<file path="config.mk">
export PLATFORM = sky130hd
export DESIGN_NAME = fir_17_tap_bandpass_flat
export DESIGN_NICKNAME = d
export VERILOG_FILES = /design/src/hw/rtl/fir17_pkg.sv /design/src/hw/rtl/fir17_ifs.sv /design/src/hw/rtl/fir17_ram.sv /design/src/hw/rtl/fir17_mac.sv /design/src/hw/rtl/fir_17_tap_bandpass.sv /design/src/flat_wrapper.sv
export SDC_FILE = /design/constraint.sdc
export NUM_CORES = 2
export LEC_CHECK = 0
export ABC_AREA = 0
export BUFFER_PORTS_ARGS = -buffer_cell sky130_fd_sc_hd__buf_4
export CORE_MARGIN = 3
export CORE_UTILIZATION = 67
export CTS_CLUSTER_DIAMETER = 50
export DETAILED_ROUTE_END_ITERATION = 8
export GPL_ROUTABILITY_DRIVEN = 0
export GPL_TIMING_DRIVEN = 0
export HOLD_SLACK_MARGIN = 0.03
export PLACE_DENSITY = 0.84
export REMOVE_ABC_BUFFERS = 1
export SLEW_MARGIN = 20
export SYNTH_ARGS = -nofsm -noshare
export SYNTH_HDL_FRONTEND = slang
export SYNTH_SLANG_ARGS = --single-unit
</file>
<file path="constraint.sdc">
create_clock -name clk -period 16.7 [get_ports clk]
set_input_delay 1.67 -clock clk [delete_from_list [all_inputs] [get_ports clk]]
set_output_delay 1.67 -clock clk [all_outputs]
set_load 0.05 [all_outputs]
</file>
<file path="src/hw/rtl/fir17_pkg.sv">
package fir17_pkg;

  // Width of one audio sample and of one filtered result
  localparam int SAMPLE_W = 32;

  // Number of taps in the band-pass coefficient table
  localparam int ROM_TAPS = 17;

  // Control that travels with one tap read into the multiply-accumulate
  typedef struct packed {
    logic valid;  // a tap read was issued this cycle
    logic first;  // first tap of the item: restart the sum
    logic last;   // last tap of the item: finish the sum
    logic live;   // the tap reaches a written sample (else it reads as zero)
  } tap_ctl_t;

  // Band-pass coefficients, signed Q0.15; taps past the table are zero
  function automatic int coef_q15(input int j);
    int c;
    case (j)
      0:       c = -23;
      1:       c = -3;
      2:       c = 56;
      3:       c = 157;
      4:       c = 305;
      5:       c = 495;
      6:       c = 711;
      7:       c = 927;
      8:       c = 1114;
      9:       c = 1239;
      10:      c = 1278;
      11:      c = 1239;
      12:      c = 1114;
      13:      c = 927;
      14:      c = 711;
      15:      c = 495;
      16:      c = 305;
      default: c = 0;
    endcase
    return c;
  endfunction

endpackage

</file>
<file path="src/hw/rtl/fir17_ifs.sv">
// Input channel: one raw sample and its end-of-frame flag
interface fir17_in_if;
  logic                              valid;
  logic                              ready;
  logic signed [fir17_pkg::SAMPLE_W-1:0] sample_in;
  logic                              frame_end_in;

  modport source (output valid, output sample_in, output frame_end_in, input ready);
  modport sink   (input valid, input sample_in, input frame_end_in, output ready);
endinterface

// Result channel: one filtered sample and the passed-through flag
interface fir17_out_if;
  logic                              valid;
  logic                              ready;
  logic signed [fir17_pkg::SAMPLE_W-1:0] filtered_out;
  logic                              frame_end_out;

  modport source (output valid, output filtered_out, output frame_end_out, input ready);
  modport sink   (input valid, input filtered_out, input frame_end_out, output ready);
endinterface

</file>
<file path="src/hw/rtl/fir17_ram.sv">
module fir17_ram #(
  parameter int WIDTH = 32,
  parameter int DEPTH = 17
) (
  input  logic                       clk,
  input  logic                       we,
  input  logic [$clog2(DEPTH)-1:0]   waddr,
  input  logic [WIDTH-1:0]           wdata,
  input  logic [$clog2(DEPTH)-1:0]   raddr,
  output logic [WIDTH-1:0]           rdata
);

  logic [WIDTH-1:0] mem [DEPTH];

  // Write one entry, read one entry with registered data
  always_ff @(posedge clk) begin
    if (we) begin
      mem[waddr] <= wdata;
    end
    rdata <= mem[raddr];
  end

endmodule

</file>
<file path="src/hw/rtl/fir17_mac.sv">
module fir17_mac #(
  parameter int TAP_COUNT  = 17,
  parameter int COEF_WIDTH = 16
) (
  input  logic                                   clk,
  input  logic                                   rst_n,
  input  fir17_pkg::tap_ctl_t                    tap_ctl,
  input  logic [$clog2(TAP_COUNT)-1:0]           tap_idx,
  input  logic [fir17_pkg::SAMPLE_W-1:0]         rd_data,
  input  logic                                   res_take,
  output logic                                   res_valid,
  output logic signed [fir17_pkg::SAMPLE_W-1:0]  res_data
);

  localparam int TAP_W  = $clog2(TAP_COUNT);
  localparam int PROD_W = fir17_pkg::SAMPLE_W + COEF_WIDTH;
  localparam int ACC_W  = PROD_W + TAP_W + 1;
  localparam int UP_SH  = (COEF_WIDTH >= 16) ? COEF_WIDTH - 16 : 0;
  localparam int DN_SH  = (COEF_WIDTH < 16) ? 16 - COEF_WIDTH : 1;
  localparam logic signed [ACC_W-1:0] SAT_HI = ACC_W'(32'sh7FFF_FFFF);
  localparam logic signed [ACC_W-1:0] SAT_LO = ACC_W'(32'sh8000_0000);

  // Scale the Q0.15 table to the coefficient width (round half up when narrowing)
  function automatic logic signed [COEF_WIDTH-1:0] coef_at(input logic [TAP_W-1:0] j);
    int c;
    int r;
    c = fir17_pkg::coef_q15(int'(j));
    if (COEF_WIDTH >= 16) begin
      r = c <<< UP_SH;
    end else begin
      r = (c + (1 <<< (DN_SH - 1))) >>> DN_SH;
    end
    return r[COEF_WIDTH-1:0];
  endfunction

  // Tap stage: control aligned with the RAM read data
  fir17_pkg::tap_ctl_t  s1_ctl_r;
  logic [TAP_W-1:0]     s1_idx_r;

  // Product stage
  logic                     s2_valid_r;
  logic                     s2_first_r;
  logic                     s2_last_r;
  logic signed [PROD_W-1:0] prod_r;
  logic signed [PROD_W-1:0] prod_nxt;

  // Accumulate and result stages
  logic signed [ACC_W-1:0]  acc_r;
  logic signed [ACC_W-1:0]  acc_nxt;
  logic                     done_r;
  logic                     res_valid_r;
  logic signed [fir17_pkg::SAMPLE_W-1:0] res_r;
  logic signed [fir17_pkg::SAMPLE_W-1:0] res_nxt;
  logic signed [ACC_W-1:0]  shifted;

  // Multiply the sample by its coefficient; unwritten taps read as zero
  always_comb begin
    if (s1_ctl_r.live) begin
      prod_nxt = $signed(rd_data) * coef_at(s1_idx_r);
    end else begin
      prod_nxt = '0;
    end
  end

  // Add the product, restarting on the first tap
  always_comb begin
    if (s2_first_r) begin
      acc_nxt = ACC_W'(prod_r);
    end else begin
      acc_nxt = acc_r + ACC_W'(prod_r);
    end
  end

  // Drop the fraction and clamp to the sample range
  always_comb begin
    shifted = acc_r >>> (COEF_WIDTH - 1);
    if (shifted > SAT_HI) begin
      res_nxt = 32'sh7FFF_FFFF;
    end else if (shifted < SAT_LO) begin
      res_nxt = 32'sh8000_0000;
    end else begin
      res_nxt = shifted[fir17_pkg::SAMPLE_W-1:0];
    end
  end

  // Advance the control flags
  always_ff @(posedge clk) begin
    if (!rst_n) begin
      s1_ctl_r    <= '0;
      s2_valid_r  <= 1'b0;
      s2_first_r  <= 1'b0;
      s2_last_r   <= 1'b0;
      done_r      <= 1'b0;
      res_valid_r <= 1'b0;
    end else begin
      s1_ctl_r   <= tap_ctl;
      s2_valid_r <= s1_ctl_r.valid;
      s2_first_r <= s1_ctl_r.valid && s1_ctl_r.first;
      s2_last_r  <= s1_ctl_r.valid && s1_ctl_r.last;
      done_r     <= s2_valid_r && s2_last_r;
      if (done_r) begin
        res_valid_r <= 1'b1;
      end else if (res_take) begin
        res_valid_r <= 1'b0;
      end
    end
  end

  // Hold the datapath registers
  always_ff @(posedge clk) begin
    s1_idx_r <= tap_idx;
    if (s1_ctl_r.valid) begin
      prod_r <= prod_nxt;
    end
    if (s2_valid_r) begin
      acc_r <= acc_nxt;
    end
    if (done_r) begin
      res_r <= res_nxt;
    end
  end

  assign res_valid = res_valid_r;
  assign res_data  = res_r;

endmodule

</file>
<file path="src/hw/rtl/fir_17_tap_bandpass.sv">
// 17-tap direct-form band-pass FIR (300 Hz to 3 kHz) for signed 32-bit samples.
// Each accepted sample is written into a circular history RAM, then one shared
// multiply-accumulate walks the history one tap per cycle, newest first, with
// the coefficients scaled to COEF_WIDTH bits. The full-precision sum is shifted
// arithmetically right by COEF_WIDTH-1 and clamped to 32 bits; the end-of-frame
// flag rides along unchanged. Taps reaching before the first sample after reset
// read as zero. One item is handled at a time: the accept cycle, one history RAM
// read per tap, then the product, accumulate and shift-and-clamp stages and the
// output load, which waits until the output register is free.
// A new sample is accepted while the previous result still waits in the output
// register.
module fir_17_tap_bandpass #(
  parameter int TAP_COUNT  = 17,
  parameter int COEF_WIDTH = 16
) (
  input  logic             clk,
  input  logic             rst_n,
  fir17_in_if.sink         in_ch,
  fir17_out_if.source      out_ch
);

  localparam int TAP_W = $clog2(TAP_COUNT);
  localparam int CNT_W = $clog2(TAP_COUNT + 1);
  localparam logic [TAP_W-1:0] LAST_TAP = TAP_W'(TAP_COUNT - 1);
  localparam logic [CNT_W-1:0] FULL_CNT = CNT_W'(TAP_COUNT);

  // Sequencer states
  localparam logic [1:0] ST_IDLE = 2'd0;
  localparam logic [1:0] ST_READ = 2'd1;
  localparam logic [1:0] ST_WAIT = 2'd2;

  logic [1:0]       state_r,   state_nxt;
  logic [TAP_W-1:0] wr_ptr_r,  wr_ptr_nxt;
  logic [CNT_W-1:0] fill_r,    fill_nxt;
  logic [TAP_W-1:0] rd_tap_r,  rd_tap_nxt;
  logic [TAP_W-1:0] rd_addr_r, rd_addr_nxt;
  logic             frame_r;

  logic             out_valid_r;
  logic signed [fir17_pkg::SAMPLE_W-1:0] out_data_r;
  logic             out_frame_r;

  logic             in_xfer;
  logic             out_free;
  logic             res_take;
  logic             res_valid;
  logic signed [fir17_pkg::SAMPLE_W-1:0] res_data;
  logic [fir17_pkg::SAMPLE_W-1:0] rd_data;
  fir17_pkg::tap_ctl_t tap_ctl;

  assign in_ch.ready = (state_r == ST_IDLE);
  assign in_xfer     = in_ch.valid && in_ch.ready;
  assign out_free    = !out_valid_r || out_ch.ready;
  assign res_take    = (state_r == ST_WAIT) && res_valid && out_free;

  // Issue one tap read per cycle while walking the history
  always_comb begin
    tap_ctl.valid = (state_r == ST_READ);
    tap_ctl.first = (rd_tap_r == '0);
    tap_ctl.last  = (rd_tap_r == LAST_TAP);
    tap_ctl.live  = (CNT_W'(rd_tap_r) < fill_r);
  end

  // Sequence the item: write, walk the taps, hand off the result
  always_comb begin
    state_nxt   = state_r;
    wr_ptr_nxt  = wr_ptr_r;
    fill_nxt    = fill_r;
    rd_tap_nxt  = rd_tap_r;
    rd_addr_nxt = rd_addr_r;
    case (state_r)
      ST_IDLE: begin
        if (in_xfer) begin
          state_nxt   = ST_READ;
          rd_tap_nxt  = '0;
          rd_addr_nxt = wr_ptr_r;
          wr_ptr_nxt  = (wr_ptr_r == LAST_TAP) ? '0 : wr_ptr_r + 1'b1;
          if (fill_r != FULL_CNT) begin
            fill_nxt = fill_r + 1'b1;
          end
        end
      end
      ST_READ: begin
        rd_tap_nxt  = rd_tap_r + 1'b1;
        rd_addr_nxt = (rd_addr_r == '0) ? LAST_TAP : rd_addr_r - 1'b1;
        if (rd_tap_r == LAST_TAP) begin
          state_nxt = ST_WAIT;
        end
      end
      ST_WAIT: begin
        if (res_take) begin
          state_nxt = ST_IDLE;
        end
      end
      default: begin
        state_nxt = ST_IDLE;
      end
    endcase
  end

  // Update the control registers
  always_ff @(posedge clk) begin
    if (!rst_n) begin
      state_r     <= ST_IDLE;
      wr_ptr_r    <= '0;
      fill_r      <= '0;
      rd_tap_r    <= '0;
      rd_addr_r   <= '0;
      out_valid_r <= 1'b0;
    end else begin
      state_r   <= state_nxt;
      wr_ptr_r  <= wr_ptr_nxt;
      fill_r    <= fill_nxt;
      rd_tap_r  <= rd_tap_nxt;
      rd_addr_r <= rd_addr_nxt;
      if (res_take) begin
        out_valid_r <= 1'b1;
      end else if (out_ch.ready) begin
        out_valid_r <= 1'b0;
      end
    end
  end

  // Hold the frame flag and the output payload
  always_ff @(posedge clk) begin
    if (in_xfer) begin
      frame_r <= in_ch.frame_end_in;
    end
    if (res_take) begin
      out_data_r  <= res_data;
      out_frame_r <= frame_r;
    end
  end

  assign out_ch.valid         = out_valid_r;
  assign out_ch.filtered_out  = out_data_r;
  assign out_ch.frame_end_out = out_frame_r;

  fir17_ram #(
    .WIDTH (fir17_pkg::SAMPLE_W),
    .DEPTH (TAP_COUNT)
  ) u_hist (
    .clk   (clk),
    .we    (in_xfer),
    .waddr (wr_ptr_r),
    .wdata (in_ch.sample_in),
    .raddr (rd_addr_r),
    .rdata (rd_data)
  );

  fir17_mac #(
    .TAP_COUNT  (TAP_COUNT),
    .COEF_WIDTH (COEF_WIDTH)
  ) u_mac (
    .clk       (clk),
    .rst_n     (rst_n),
    .tap_ctl   (tap_ctl),
    .tap_idx   (rd_tap_r),
    .rd_data   (rd_data),
    .res_take  (res_take),
    .res_valid (res_valid),
    .res_data  (res_data)
  );

endmodule

</file>
<file path="src/flat_wrapper.sv">
// flat-port wrapper written by rule: the top's interface ports become plain ports
module fir_17_tap_bandpass_flat 
#(
  parameter int TAP_COUNT  = 17,
  parameter int COEF_WIDTH = 16
)
  (clk, rst_n, in_ch_valid, in_ch_sample_in, in_ch_frame_end_in, in_ch_ready, out_ch_valid, out_ch_filtered_out, out_ch_frame_end_out, out_ch_ready);
  fir17_in_if in_ch_i ();
  fir17_out_if out_ch_i ();
  input  logic clk;
  input  logic rst_n;
  input wire logic [$bits(in_ch_i.valid)-1:0] in_ch_valid;
  input wire logic [$bits(in_ch_i.sample_in)-1:0] in_ch_sample_in;
  input wire logic [$bits(in_ch_i.frame_end_in)-1:0] in_ch_frame_end_in;
  output wire logic [$bits(in_ch_i.ready)-1:0] in_ch_ready;
  output wire logic [$bits(out_ch_i.valid)-1:0] out_ch_valid;
  output wire logic [$bits(out_ch_i.filtered_out)-1:0] out_ch_filtered_out;
  output wire logic [$bits(out_ch_i.frame_end_out)-1:0] out_ch_frame_end_out;
  input wire logic [$bits(out_ch_i.ready)-1:0] out_ch_ready;
  assign in_ch_i.valid = in_ch_valid;
  assign in_ch_i.sample_in = in_ch_sample_in;
  assign in_ch_i.frame_end_in = in_ch_frame_end_in;
  assign in_ch_ready = in_ch_i.ready;
  assign out_ch_valid = out_ch_i.valid;
  assign out_ch_filtered_out = out_ch_i.filtered_out;
  assign out_ch_frame_end_out = out_ch_i.frame_end_out;
  assign out_ch_i.ready = out_ch_ready;
  fir_17_tap_bandpass #(.TAP_COUNT(TAP_COUNT), .COEF_WIDTH(COEF_WIDTH)) u_core (.clk(clk), .rst_n(rst_n), .in_ch(in_ch_i), .out_ch(out_ch_i));
endmodule
</file>
==> results.md <==
* Final Setup Violations at 0
* Post-CTS Setup Inserts at 0
* Status: completed
* CP Launch Type: flip-flop
* 1st-iter DRT viols at between 2000 and 3000
* Cell variety after synth at 82
* Syn-to-layout area delta at 9.978%
* Largest net degree at the start of global routing at 55
* CTS H-Tree Depth at 3
* Grt total ovfl at 0
* Initial antenna violation count at 6
* Sequential-to-total area share from yosys stat at 0.4612
* # rows at 99
* Asr flop ratio synth at 0
* Post-synth EDFFs at 712
* Synthesized cell area at between 40000 and 50000 um2
* First-pass GRT wire length at approximately 190 mm
* CTS Root Cell: clkbuf_16
* PortBufs at 71
* WL per Instance at approximately 24 um
* Critical path endpoint category: flip-flop
* Worst clock skew at 0.04938 ns
* CTS tree: built
* Fin crit period at about 7.7 ns
* Required time at the worst-slack endpoint at approximately 17 ns
* Worst hold endpoint: u_core.out_ch.filtered_out[22]
* Post-Synthesis Cells at 3856
* FF-to-FF End: u_core.u_mac.prod_r[46]
* Synth top area share at 0.4306
* Least-Margin Pin Slew at 1.128 ns
* Skew-Pair Late Insertion Delay at between 0.6 and 0.7 ns
* Initial Utilization at 0.6783
* Period utilization at 0.4583
* GRT Total Usage at 0.3190
* R2R depth at 20
* Final net count at 4579
* Buffers from clock root to sink, at most at 3
* Count of final hold-check violations at 0
* Filler cell count at just over 4000
* Final WL at 119.5 mm
* Dominant synthesized flop cell: edfxtp_1
* Max Fclk at between 0.1 and 0.15 GHz
* CTS buffer count at 81
* Die W at 278.2 um
* Via/cell ratio at roughly 6.3
* Number of max-cap violations at 0
* RSZ-0062 raised after global routing: false
* Die area at 77420 um2
* Worst Path Arrival at 8.02 ns
* Hold Path Cell Cnt at 0
* Number of global-route vias before repair at 32160
* CTS clk-pin slew, worst paths at around 0.06 ns
* Residual DRC at 0
* Die height at 278.2 um
* HP Class: flip-flop to flip-flop
* Hold buffer count at CTS at 0
* DPL Wire Length at 76.63 mm
* Vias at 30710
* Ranking of synthesized cells by area: edfxtp_1, fa_1, mux4_2
* Crit Path Category: flip-flop to flip-flop
* DRT antenna net count at 0
* Slew HR at 0.2468
* Clock sink total at 788
* Synth warn at 0
* Top Ports at between 70 and 80
* #FFs+latches synth at 788
* R2R Setup Slk at 9.05 ns
* Pre-antenna DRT Iters at 7
* Share of layout cells above drive strength 1 at 0.1302
* Slew Limit Fails at 0
* Crit path max fanout at 21
* CTS resizes at 0
* Reg2reg start: u_core.u_hist.rdata[6]
* Setup TNS at 0 ns
* Cell taking the most area after synthesis: edfxtp_1
* Min-delay src: u_core.u_mac.res_data[22]
* Mean Syn Cell Area at 12.88 um2
* Core area at 73210 um2
## critical path, stage by stage (launching register included)
cell	delay, ns
dfxtp_1	1.06
and2_1	0.29
fa_1	0.43
inv_1	0.08
fa_1	0.45
fa_1	0.50
fa_1	0.54
inv_1	0.05
fa_1	0.49
fa_1	0.41
ha_1	0.37
a21o_1	0.18
a21o_1	0.17
a211oi_1	0.46
a21oi_1	0.24
o31a_1	0.35
o41ai_1	0.64
o21a_1	0.31
o31ai_1	0.12
xnor2_1	0.16
nor2_1	0.05
## cell type report
cell class / instances / area [um2] / share of cell area
Timing Repair Buffer: 117 / 1495 / 0.02738
Tap cell: 959 / 1200 / 0.02197
Antenna cell: 5 / 12.51 / 0.0002291
Clock inverter: 35 / 384.1 / 0.007034
Clock buffer: 115 / 2330 / 0.04266
Multi-Input combinational cell: 2292 / 23990 / 0.4393
Inverter: 601 / 2257 / 0.04133
Sequential cell: 788 / 22940 / 0.4201
## worst max-delay path by stage
stage | start | endpoint | slack (ns) | cells past startpoint
CTS | u_core.u_hist.rdata[6] | u_core.u_mac.prod_r[46] | 9.16 | 20
floorplan | flip-flop | u_core.u_mac.prod_r[46] | 9.14 | 20
global placement | in_ch_valid | u_core.wr_ptr_r[4] | 6.16 | 7
finish | u_core.u_hist.rdata[6] | u_core.u_mac.prod_r[46] | 9.05 | 20
global route | flip-flop | u_core.u_mac.prod_r[46] | 8.78 | 23
detailed placement | u_core.u_hist.rdata[10] | u_core.u_mac.prod_r[46] | 9.15 | 19
## Yosys cell counts, types with 4 or more instances
library cell	n
a21oi_1	120
nor4b_1	5
or2_2	6
a31o_2	12
ha_1	199
nor3_1	22
inv_1	599
o21ai_0	82
nand2_1	348
nor3b_1	8
xnor2_1	73
o22ai_1	5
xor2_1	47
nand3_1	28
a311oi_1	4
o31ai_1	11
a31oi_1	9
o21bai_1	14
mux2_2	36
fa_1	462
edfxtp_1	712
a211oi_1	16
and2_1	168
and4_1	5
mux2i_1	7
a21o_1	76
and3_1	10
mux4_2	160
clkbuf_1	153
o21ai_1	28
nor2b_1	19
dfxtp_1	76
buf_1	21
o21a_1	22
nor2_1	183
nand2b_1	19
or3_1	5
nand4_1	19
## cells by family (layout without fill, tap and decap cells)
family / Yosys count / in the layout / share of synthesized area
adder cells (fa/ha/maj): 661 / 661 / 0.2364
other: 0 / 5 / 0
AO/OA/AOI/OAI: 450 / 450 / 0.05926
buffers and inverters: 776 / 868 / 0.05868
AND/OR/NAND/NOR: 858 / 858 / 0.08116
XOR/XNOR: 120 / 120 / 0.02116
flip-flops: 788 / 788 / 0.4612
multiplexers: 203 / 203 / 0.08214
## sequential cells by signal (all words and copies together) (netlist names), 32 cells and up, named ones only
name and count:
u_core.u_hist.mem 544, u_core.u_mac.prod_r 48, u_core.u_mac.acc_r 54, u_core.u_mac.res_data 32
u_core.out_ch.filtered_out 32, u_core.u_hist.rdata 32
## stage by stage
stage / hold slack (ns) / cells / worst slack [ns] / cell area [um2] / utilization
4_1_cts: 0.3963 / 4907 / 9.161 / 54600 / 0.7458
2_1_floorplan: 0.4003 / 3681 / 9.140 / 49000 / -
3_3_place_gp: 0.4006 / 4711 / 6.159 / 50730 / 0.6930
6_report: 0.4014 / 4912 / 9.047 / 54610 / 0.7460
5_1_grt: 0.4009 / 4910 / 8.777 / 54610 / 0.7459
3_5_place_dp: 0.4045 / 4757 / 9.148 / 51890 / 0.7088
## routing by layer
layer	vias to the layer above	global-route usage	routed length, um
met5	-	0	37
met4	6	0.1478	5621
met3	434	0.05830	10100
met2	1733	0.5462	60840
met1	15380	0.4004	42870
li1	13150	-	-
## layout by cell type, fill, tap and decap left out, types with 73 or more instances in the layout
cell,instances
a21o_1,76
a21oi_1,119
and2_1,168
buf_4,73
clkbuf_16,82
edfxtp_1,712
fa_1,462
ha_1,199
inv_1,598
mux4_2,160
nand2_1,348
nor2_1,167
o21ai_0,81
xnor2_1,73
Power is not shown: default switching activity piles up to over one toggle a cycle in this logic, so the estimate is an artifact.
